### src/design/oaht_pkg.sv
// shared types and constants of the open-address hash table
// no dependencies
package oaht_pkg;

  localparam int KEY_W      = 31;
  localparam int TSIZE_W    = 11;
  localparam int CFG_IDX_W  = 4;
  localparam int CFG_DATA_W = 11;
  localparam int STATUS_W   = 3;
  localparam int COUNT_W    = 32;

  typedef enum logic [STATUS_W-1:0] {
    ST_HOME  = 3'd0,
    ST_COLL  = 3'd1,
    ST_FULL  = 3'd2,
    ST_FOUND = 3'd3,
    ST_MISS  = 3'd4
  } status_t;

  typedef enum logic [CFG_IDX_W-1:0] {
    CFG_TABLE_SIZE = 4'd0,
    CFG_PROBE_MODE = 4'd1
  } cfg_idx_t;

  localparam logic KIND_INSERT = 1'b0;
  localparam logic KIND_SEARCH = 1'b1;

  localparam logic MODE_LINEAR    = 1'b0;
  localparam logic MODE_QUADRATIC = 1'b1;

  // controller to datapath
  typedef struct packed {
    logic clear;
    logic start;
    logic div_step;
    logic read;
    logic advance;
    logic finish;
  } dp_cmd_t;

  // datapath to controller
  typedef struct packed {
    logic clear_last;
    logic div_last;
    logic probe_done;
  } dp_stat_t;

endpackage

### src/design/oaht_ctrl.sv
// sequencing state machine of the open-address hash table
// depends on oaht_pkg
module oaht_ctrl (
  input  logic               clk,
  input  logic               rst,
  input  logic               in_valid,
  output logic               in_stall,
  output logic               out_valid,
  input  logic               out_stall,
  output oaht_pkg::dp_cmd_t  cmd,
  input  oaht_pkg::dp_stat_t stat
);

  typedef enum logic [4:0] {
    S_CLEAR = 5'b00001,
    S_IDLE  = 5'b00010,
    S_DIV   = 5'b00100,
    S_READ  = 5'b01000,
    S_CHECK = 5'b10000
  } state_t;

  state_t state;
  state_t state_next;
  logic   out_free;

  assign out_free = !out_valid || !out_stall;
  assign in_stall = (state != S_IDLE);

  always_comb begin
    cmd        = '0;
    state_next = state;
    unique case (state)
      S_CLEAR: begin
        cmd.clear = 1'b1;
        if (stat.clear_last) begin
          state_next = S_IDLE;
        end
      end
      S_IDLE: begin
        if (in_valid) begin
          cmd.start  = 1'b1;
          state_next = S_DIV;
        end
      end
      S_DIV: begin
        cmd.div_step = 1'b1;
        if (stat.div_last) begin
          state_next = S_READ;
        end
      end
      S_READ: begin
        cmd.read   = 1'b1;
        state_next = S_CHECK;
      end
      S_CHECK: begin
        if (stat.probe_done) begin
          // hold the final compare until the output register can take a result
          if (out_free) begin
            cmd.finish = 1'b1;
            state_next = S_IDLE;
          end
        end else begin
          cmd.advance = 1'b1;
          state_next  = S_READ;
        end
      end
      default: begin
        state_next = S_CLEAR;
      end
    endcase
  end

  always_ff @(posedge clk) begin
    if (rst) begin
      state     <= S_CLEAR;
      out_valid <= 1'b0;
    end else begin
      state <= state_next;
      if (cmd.finish) begin
        out_valid <= 1'b1;
      end else if (!out_stall) begin
        out_valid <= 1'b0;
      end
    end
  end

endmodule

### config.mk
export PLATFORM = sky130hd
export DESIGN_NAME = oaht_ctrl
export DESIGN_NICKNAME = d
export VERILOG_FILES = /design/src/design/oaht_pkg.sv /design/src/design/oaht_ctrl.sv
export SDC_FILE = /design/constraint.sdc
export NUM_CORES = 1
export LEC_CHECK = 0
export BUFFER_PORTS_ARGS = -buffer_cell sky130_fd_sc_hd__buf_4
export CORE_AREA = 4 4 41 43
export DETAILED_ROUTE_END_ITERATION = 8
export DIE_AREA = 0 0 45 47
export GPL_TIMING_DRIVEN = 0
export PLACE_DENSITY_LB_ADDON = 0.2
export SKIP_CTS_REPAIR_TIMING = 1
export SLEW_MARGIN = 20
export SYNTH_ARGS = -nofsm -noshare
export SYNTH_HDL_FRONTEND = slang
export SYNTH_SLANG_ARGS = --single-unit
### constraint.sdc
create_clock -name clk -period 1.5 [get_ports clk]
set_input_delay 0.3 -clock clk [delete_from_list [all_inputs] [get_ports clk]]
set_output_delay 0.3 -clock clk [all_outputs]
set_load 0.05 [all_outputs]
======== Yosys cells after proc, flatten, opt, wreduce, memory -nomap -nowiden ========
Index checks and enable logic that the tools add are counted.
Widths: inputs -> output; s select.
cells by class
  shifts and indexed selects .............. 0
  add/sub/neg operators ................... 0
  bitwise logic cells ..................... 0
  divide/modulo/power cells ............... 0
  $lt $le $gt $ge ......................... 0
  reduce and logical (&&, ||, !) cells .... 4
  equal/unequal tests ..................... 11
  mux-type cells .......................... 17
  multiply operators ...................... 0
operators by type and width
  kind                number
  $mux 5              5
  $pmux 5 s5          1
  $mux 1              10
  $ne 2x2->1 const B  3
  $eq 5x1->1 const B  1
  $eq 5x2->1 const B  1
  $eq 5x3->1 const B  1
  $eq 5x4->1 const B  1
  $eq 5x5->1 const B  1
  $ne 5x2->1 const B  1
  $reduce_and 4->1    1
  $ne 3x3->1 const B  1
  $logic_not 1->1     2
  $mux 2              1
  $ne 2x1->1 const B  1
  $logic_or 1x1->1    1
word-level totals
  ROM bits ................................ 0
  memory bits (writable) .................. 0
  logic and storage cells ................. 34
  latch bits .............................. 0
  bits of input ports ..................... 7
  output and inout bits ................... 8
  memories ................................ 0
  register bits ........................... 6

======== Longest topological paths before layout ========
Gate-level depths: netlist of the first run.
  depth after elaboration ................. 6
  mapped depth ............................ 5
  depth with buffers taken out ............ 4

======== Worst setup path before layout of the first run ========
No wires, ideal clock.
  kind .................................... register to output
  start ................................... reg state[0]
  end ..................................... out cmd[4] (netlist bit)
  slack ................................... -0.592 ns
  cell stages (with the launch flop) ...... 5
  buffers on the path ..................... 1
  data required time ...................... 1.200 ns
  arrival time ............................ 1.792 ns
  cell sequence ........................... dfxtp_1 > buf_6 > nor2_1 > nand3_1 > nor2_1
RTL lines
  what                    RTL line         RTL
  from (decl)             oaht_ctrl.sv:22  state_t state;
  from (signal assigned)  oaht_ctrl.sv:78  state <= state_next;
  to (decl)               oaht_ctrl.sv:10  output oaht_pkg::dp_cmd_t cmd,

==> results of run 1 <==
[Yosys cell counts]
master    number
a21oi_1        3
a31oi_1        1
and2_1         1
and2b_1        1
buf_6          1
dfxtp_1        6
inv_1          3
nand2_1        2
nand3_1        1
nand3_2        1
nand3b_1       3
nand4_1        1
nor2_1         6
nor2b_1        2
nor3_1         3
nor3_4         1
nor3b_1        2
o211a_1        1
o211ai_1       1
o21a_1         1
o21ai_0        4
o31ai_1        1
xor2_1         1
[layout make-up]
type	count	area (um^2)
inverter	3	11.3
timing repair buffer	22	195
multi-input combinational	37	290
sequential	6	136
tap	15	18.8
clock buffer	3	22.5
fill	135	627
[worst max-delay path by stage]
stage	depth (start not counted)	to	slack [ns]
after floorplan	4	cmd[4]	-0.04
after global placement	4	cmd[0]	0.003
after detailed placement	4	cmd[0]	0.008
after CTS	4	cmd[0]	-0.26
after global routing	4	cmd[0]	-0.22
final	4	cmd[0]	-0.14
[kinds of logic after synthesis]
logic type      count (synthesis)  share of synthesized area, %
compound gates                 12                          19.9
xor+xnor                        1                          2.36
buf+inv                         4                          6.06
flops                           6                          32.3
simple gates                   24                          39.4
[power by group through the flow]
stage	clock network, W	registers [W]	logic, W
final	0.000152	0.000235	0.000332
after detailed placement	0	0.000206	0.000275
after global routing	0.000166	0.000242	0.000352
after global placement	0	0.000207	0.000276
after CTS	0.000159	0.000203	0.000277
after floorplan	0	0.000202	0.000207
[registers in the layout, indices dropped and copies added (netlist names)]
register,count
out_valid,1
state,5
[per-stage QoR]
step                      instance area, um^2  setup slack (ns)  power (W)  hold slack (ns)
final                                     674            -0.140   0.000719            0.218
after global routing                      674            -0.215   0.000760            0.223
after CTS                                 544            -0.262   0.000639            0.218
after detailed placement                  522           0.00843   0.000481            0.479
after global placement                    522           0.00344   0.000482            0.479
after floorplan                           398           -0.0399   0.000410            0.369
[layer usage]
layer  global-route usage [%]  share of wire [%]  up-vias
li1                         -                  -      219
met1                     13.1                 42      220
met2                     15.8                 51       12
met3                     3.07                4.9        5
met4                     7.02                2.4        0
met5                        0                  0        -
[critical path, cell delays in order (launching register included)]
cell and delay (ns):
dfxtp_4 0.37, nor3_4 0.28, nand3_4 0.14, a21oi_4 0.13, buf_6 0.16
[layout by cell type, fill, tap and decap left out]
master / count
a21oi_1: 2
a21oi_4: 1
a31oi_1: 1
and2_4: 1
and2b_2: 1
buf_4: 16
buf_6: 4
buf_8: 2
clkbuf_4: 3
dfxtp_1: 1
dfxtp_2: 1
dfxtp_4: 4
inv_1: 2
inv_2: 1
nand2_1: 2
nand3_2: 1
nand3_4: 1
nand3b_1: 3
nand4_1: 1
nor2_1: 2
nor2_2: 2
nor2_4: 2
nor2b_1: 1
nor2b_2: 1
nor3_1: 2
nor3_4: 2
nor3b_1: 2
o211a_1: 1
o211ai_1: 1
o21a_1: 1
o21ai_0: 4
o31ai_1: 1
xor2_1: 1
==> impl_metrics.ini, run 1 <==
[outcome]
outcome = finished with violations
violations = setup timing

[critical_path]
endpoint_kind = output port
reg2reg_from = state[1]
rr_worst_depth = 5
critical_path_arrival_ns = 1.34
crit_required_ns = 1.20
worst-r2r-setup-slack_ns = 0.14
r2r-end = state[3]
crit_type = register to output port
crit_start = state[1]
worstPathMaxFanout = 6
cp-start-kind = register

[route]
drc = 0
wl_per_cell_um = 12.9
antenna_left = 0
num_vias = 456
totalWireLength_um = 1110
drtPass1Iterations = 1
via_per_inst = 5.30
drt_iter0_markers = 0

[min_path]
min_to = state[4]
min_from = rst
hold_path_depth = 2
min_path_type = input port to register

[power_and_ir_drop]
leakage_nw = 0.285
power.switching_w = 0.000284
p_int_w = 0.000435
share_comb_of_total_power_pct = 46.2
power.density_nw_per_um2 = 1070
clkPwrFrac_pct = 21.1
swShare_pct = 39.5
vdd_drop_max_mv = 0.434
power.share.sequential_pct = 32.7

[finish]
n_antenna_cell = 0
area_growth_pct = 81.5
layout-drive-gt1-share_pct = 60.6
stdcell_count = 86
final_util_pct = 51.8
nNetsFinal = 80

[global_route]
grt_max_degree = 10
groute.usage.overall_pct = 10.5
grt_pass1_wl_um = 1610
grt_pass1_vias = 384
antenna_found_initial = 0
grt-ovfl-total = 0

[logic_synthesis]
ys_seq_area_share_pct = 32.3
syn_inst = 47
synth_area_leaders = dfxtp_1, nand3b_1, nor2_1
syn_avg_cell_area_um2 = 7.91
syn_area_um2 = 372
ys_types = 23
yosys_warnings = 0
synth_top_cell_by_area = dfxtp_1
yosys_register_bits = 6
synth.top_cell.area_share_pct = 32.3
syn_nets = 54

[floorplan]
rows = 13
die_h_um = 47
coreArea_um2 = 1300
initial_core_util_pct = 28.6
dieArea_um2 = 2120
num_io_pins = 15
die_x_um = 45

[sta]
slew_viol_final = 0
worst_pin_slew_ns = 0.254
max_freq_ghz = 0.610
setup_viol = 4
relSlewSlack_pct = 83.0
skew_ns = 0.00295
hold_viol_final = 0
finalCritPeriodShare_pct = 109
setup_ws_ns = -0.140
finalCriticalPeriod_ns = 1.64
tns_ns = -0.319
rsz0062_at_grt = yes

[clock_network]
cts-root-buf = clkbuf_4
numCtsBuffers = 3
cts_buffer_depth = 2
cts_tree = built
clk_latency_ns = 0.25
path_clk_slew_ns = 0.04
clock-sinks = 6
htree_levels = 1

[place]
gp_congestion = 0.724
dp_cells = 76
port_buffers = 14
dpl.hpwl_um = 719

[job]
cap_violations = 0
Note: power is estimated with default switching activity, not from simulation.
==> run 2: changes to the inputs <==
PLACE_DENSITY = 0.57   (was not set)
PLACE_DENSITY_LB_ADDON = not set   (was 0.2)
==> impl_metrics.ini, run 2 (synthesis results as in run 1) <==
[place]
dpl_cell_area_um2 = 522
pre_cts_ws_ns = -0.0175
dp_cells = 76
gp_congestion = 0.697
port_buffers = 14
dpl.hpwl_um = 721

[clock_network]
clock-sinks = 6
cts_tree = built
cts-root-buf = clkbuf_4
path_clk_slew_ns = 0.05
numCtsBuffers = 3
cts_buffer_depth = 2
clk_latency_ns = 0.24
htree_levels = 1

[critical_path]
endpoint_kind = output port
cp_slowest_cell = dfxtp_4
cp-start-kind = register
crit_chain = nor3_4 > nand3_4 > a21oi_4 > buf_6
max_stage_delay_ns = 0.36
crit_required_ns = 1.20
crit_type = register to output port
critPathTopFamily = simple AND/OR/NAND/NOR gates
critical_path_arrival_ns = 1.32
worstPathMaxFanout = 4
crit_buf_inv = 1

[power_and_ir_drop]
swShare_pct = 39.4
power.share.sequential_pct = 32.2
power.density_nw_per_um2 = 1070
share_comb_of_total_power_pct = 46.9
leakage_nw = 0.279
vdd_drop_max_mv = 0.616
power.switching_w = 0.000279
clkPwrFrac_pct = 20.9
p_int_w = 0.000430

[finish]
n_antenna_cell = 0
largest_reg_flops = 5
layout-drive-gt1-share_pct = 57.1
stdcell_count = 85
final_cell_mix = buf_4, buf_6, o21ai_0, dfxtp_4
design_area_um2 = 661
nNetsFinal = 79
fillCellCount = 135
final_common_cell = buf_4
reg_top3 = state (5), out_valid (1)
regMostFlops = state
area_growth_pct = 77.8

[sta]
setup_viol = 4
finalCriticalPeriod_ns = 1.62
finalCritPeriodShare_pct = 108
max_freq_ghz = 0.617
tns_ns = -0.256
relSlewSlack_pct = 82.2
hold_viol_final = 0
rsz0062_at_grt = yes
worst_pin_slew_ns = 0.267
skew_ns = 0.000192
whs_ns = 0.220
slew_viol_final = 0
setup_ws_ns = -0.119

[job]
cap_violations = 0

[floorplan]
initial_core_util_pct = 28.6
coreArea_um2 = 1300
dieArea_um2 = 2120
die_x_um = 45
rows = 13
num_io_pins = 15
die_h_um = 47

[global_route]
use_met3_pct = 2.30
grt-ovfl-total = 0
grt_pass1_wl_um = 1420
antenna_found_initial = 0
grt_max_degree = 10
grt_use_met2_pct = 14.7
grtUsageMet1_pct = 11.9
grt-busiest-layer = met2
grt_pass1_vias = 364
groute.usage.overall_pct = 9.90

[route]
via_per_inst = 5.00
totalWireLength_um = 1060
drt_iter0_markers = 10
antenna_left = 0
wl_per_cell_um = 12.5
drc = 0
num_vias = 425
drtPass1Iterations = 2

[outcome]
outcome = finished with violations
violations = setup timing

[min_path]
min_path_type = input port to register
[run 2: changes by cell type in the layout (fill, tap and decap cells not counted), sizes merged]
cell  delta
buf      -1
[run 2: area by class of cell]
| cell class | count | area [um^2] | area share [%] |
|---|---|---|---|
| Multi-Input combinational cell | 37 | 280 | 42.4 |
| Timing Repair Buffer | 21 | 191 | 29.0 |
| Sequential cell | 6 | 136 | 20.6 |
| Clock buffer | 3 | 22.5 | 3.41 |
| Tap cell | 15 | 18.8 | 2.84 |
| Inverter | 3 | 11.3 | 1.70 |
[run 2: power groups by stage]
stage	clock network, W	registers [W]	logic, W
after floorplan	0	0.000202	0.000207
after global placement	0	0.000207	0.000274
after detailed placement	0	0.000206	0.000274
after CTS	0.000159	0.000203	0.000276
after global routing	0.000168	0.000234	0.000351
final	0.000148	0.000228	0.000333
[run 2: worst register-to-register path, delay by kind of cell (launching register included)]
family,cells,cell delay [ns]
buf+inv,1,0.17
compound gates,1,0.24
flops,1,0.36
simple gates,3,0.49
[run 2: final timing paths]
check | from | endpoint | slack, ns | cells after the start
worst max-delay path | state[1] | cmd[0] | -0.12 | 4
worst min-delay path | rst | state[4] | 0.22 | 2
worst max register to register | state[1] | state[3] | 0.13 | 5
worst min register to register | state[1] | state[3] | 0.58 | 3
[run 2: layer usage]
metal / routed length (um) / part of all wire, %
met1: 466 / 44
met2: 544 / 51
met3: 39 / 3.7
met4: 9 / 0.85
met5: 0 / 0
[run 2: through the flow]
stage / util (%) / total power [W]
floorplan: - / 0.000410
global placement: 40.1 / 0.000481
detailed placement: 40.1 / 0.000481
CTS: 41.8 / 0.000638
global route: 50.8 / 0.000753
finish: 50.8 / 0.000709
==> run 3: changes to the inputs <==
GPL_TIMING_DRIVEN = not set   (was 0)
==> impl_metrics.ini, run 3 (synthesis results as in run 1) <==
[critical_path]
crit_chain = nor3_2 > nand3b_1 > inv_1 > buf_6
crit_type = register to output port
cp-start-kind = register
cp_slowest_cell = dfxtp_4
critical_path_arrival_ns = 1.35
crit_buf_inv = 2
crit_required_ns = 1.20
worstPathMaxFanout = 7
critPathTopFamily = simple AND/OR/NAND/NOR gates
endpoint_kind = output port
max_stage_delay_ns = 0.37

[global_route]
grt_pass1_vias = 360
grt_max_degree = 8
grt-ovfl-total = 0
antenna_found_initial = 0
grt_pass1_wl_um = 1570
groute.usage.overall_pct = 10.4

[sta]
setup_viol = 5
rsz0062_at_grt = yes
finalCritPeriodShare_pct = 110
hold_viol_final = 0
slew_viol_final = 0
skew_ns = 0.000443
relSlewSlack_pct = 79.8
tns_ns = -0.412
finalCriticalPeriod_ns = 1.65
setup_ws_ns = -0.145
max_freq_ghz = 0.608
worst_pin_slew_ns = 0.303

[route]
via_per_inst = 4.99
wl_per_cell_um = 13.6
drt_iter0_markers = 13
drc = 0
num_vias = 424
met1Wirelength_um = 494
totalWireLength_um = 1160
drtPass1Iterations = 4
top_layer_used = met3
met2_wirelength_um = 599
wl_met3_um = 63
antenna_left = 0

[place]
gp_congestion = 0.773
dp_cells = 78
port_buffers = 14
dpl_cell_area_um2 = 533
dpl.hpwl_um = 775

[min_path]
min_path_type = input port to register

[outcome]
outcome = finished with violations
violations = setup timing

[floorplan]
dieArea_um2 = 2120
die_h_um = 47
coreArea_um2 = 1300
initial_core_util_pct = 28.6
rows = 13
num_io_pins = 15
die_x_um = 45

[clock_network]
cts_buffer_depth = 2
path_clk_slew_ns = 0.04
cts_tree = built
numCtsBuffers = 3
cts-root-buf = clkbuf_4
clock-sinks = 6
clk_latency_ns = 0.24
htree_levels = 1

[finish]
multi_input_area_um2 = 273
fillCellCount = 126
final_cell_mix = buf_4, buf_6, o21ai_0
regArea_um2 = 131
area_growth_pct = 71.4
final_util_pct = 48.9
nNetsFinal = 79
final_common_cell = buf_4
regMostFlops = state
stdcell_count = 85
largest_reg_flops = 5
reg_top3 = state (5), out_valid (1)
n_antenna_cell = 0
layout-drive-gt1-share_pct = 55.7
design_area_um2 = 637

[power_and_ir_drop]
p_int_w = 0.000435
vdd_drop_max_mv = 0.706
clkPwrFrac_pct = 20.0
leakage_nw = 0.278
share_comb_of_total_power_pct = 48.7
power.switching_w = 0.000281
power.share.sequential_pct = 31.4
swShare_pct = 39.3
power.density_nw_per_um2 = 1120

[job]
cap_violations = 0
run 3: metrics by stage:
stage,power (W),hold slack (ns),setup slack [ns]
floorplan,0.000410,0.369,-0.0399
global placement,0.000476,0.479,0.0747
detailed placement,0.000477,0.477,0.0720
CTS,0.000626,0.224,-0.184
global route,0.000760,0.217,-0.187
finish,0.000716,0.225,-0.145
run 3: layout make-up:
type / instances / share of cell area [%]
multi-input combinational: 37 / 42.8
sequential: 6 / 20.6
timing repair buffer: 21 / 28.3
tap: 15 / 2.95
clock buffer: 3 / 3.54
inverter: 3 / 1.77
run 3: worst paths after layout:
kind,end,slack [ns],depth (start not counted),from
max,cmd[2],-0.15,4,state[1]
min,state[4],0.23,2,rst
max reg2reg,state[3],0.11,5,state[1]
min reg2reg,state[1],0.57,2,state[1]
run 3: power by group through the flow:
stage	sequential [W]	clock, W	combinational (W)
floorplan	0.000202	0	0.000207
global placement	0.000213	0	0.000263
detailed placement	0.000215	0	0.000262
CTS	0.000212	0.000150	0.000264
global route	0.000228	0.000159	0.000373
finish	0.000225	0.000143	0.000349
run 3: worst register-to-register path: cells and delay by family, from the launching register on:
family | cells | cell delay, ns
and+or+nand+nor | 3 | 0.48
DFF | 1 | 0.37
buffers and inverters | 1 | 0.18
AOI/OAI and AO/OA | 1 | 0.24
run 3: per-layer routing:
layer,track usage [%],vias to the layer above
met4,3.51,0
met2,14.4,12
met3,4.98,0
li1,-,222
met5,0,-
met1,14.0,190
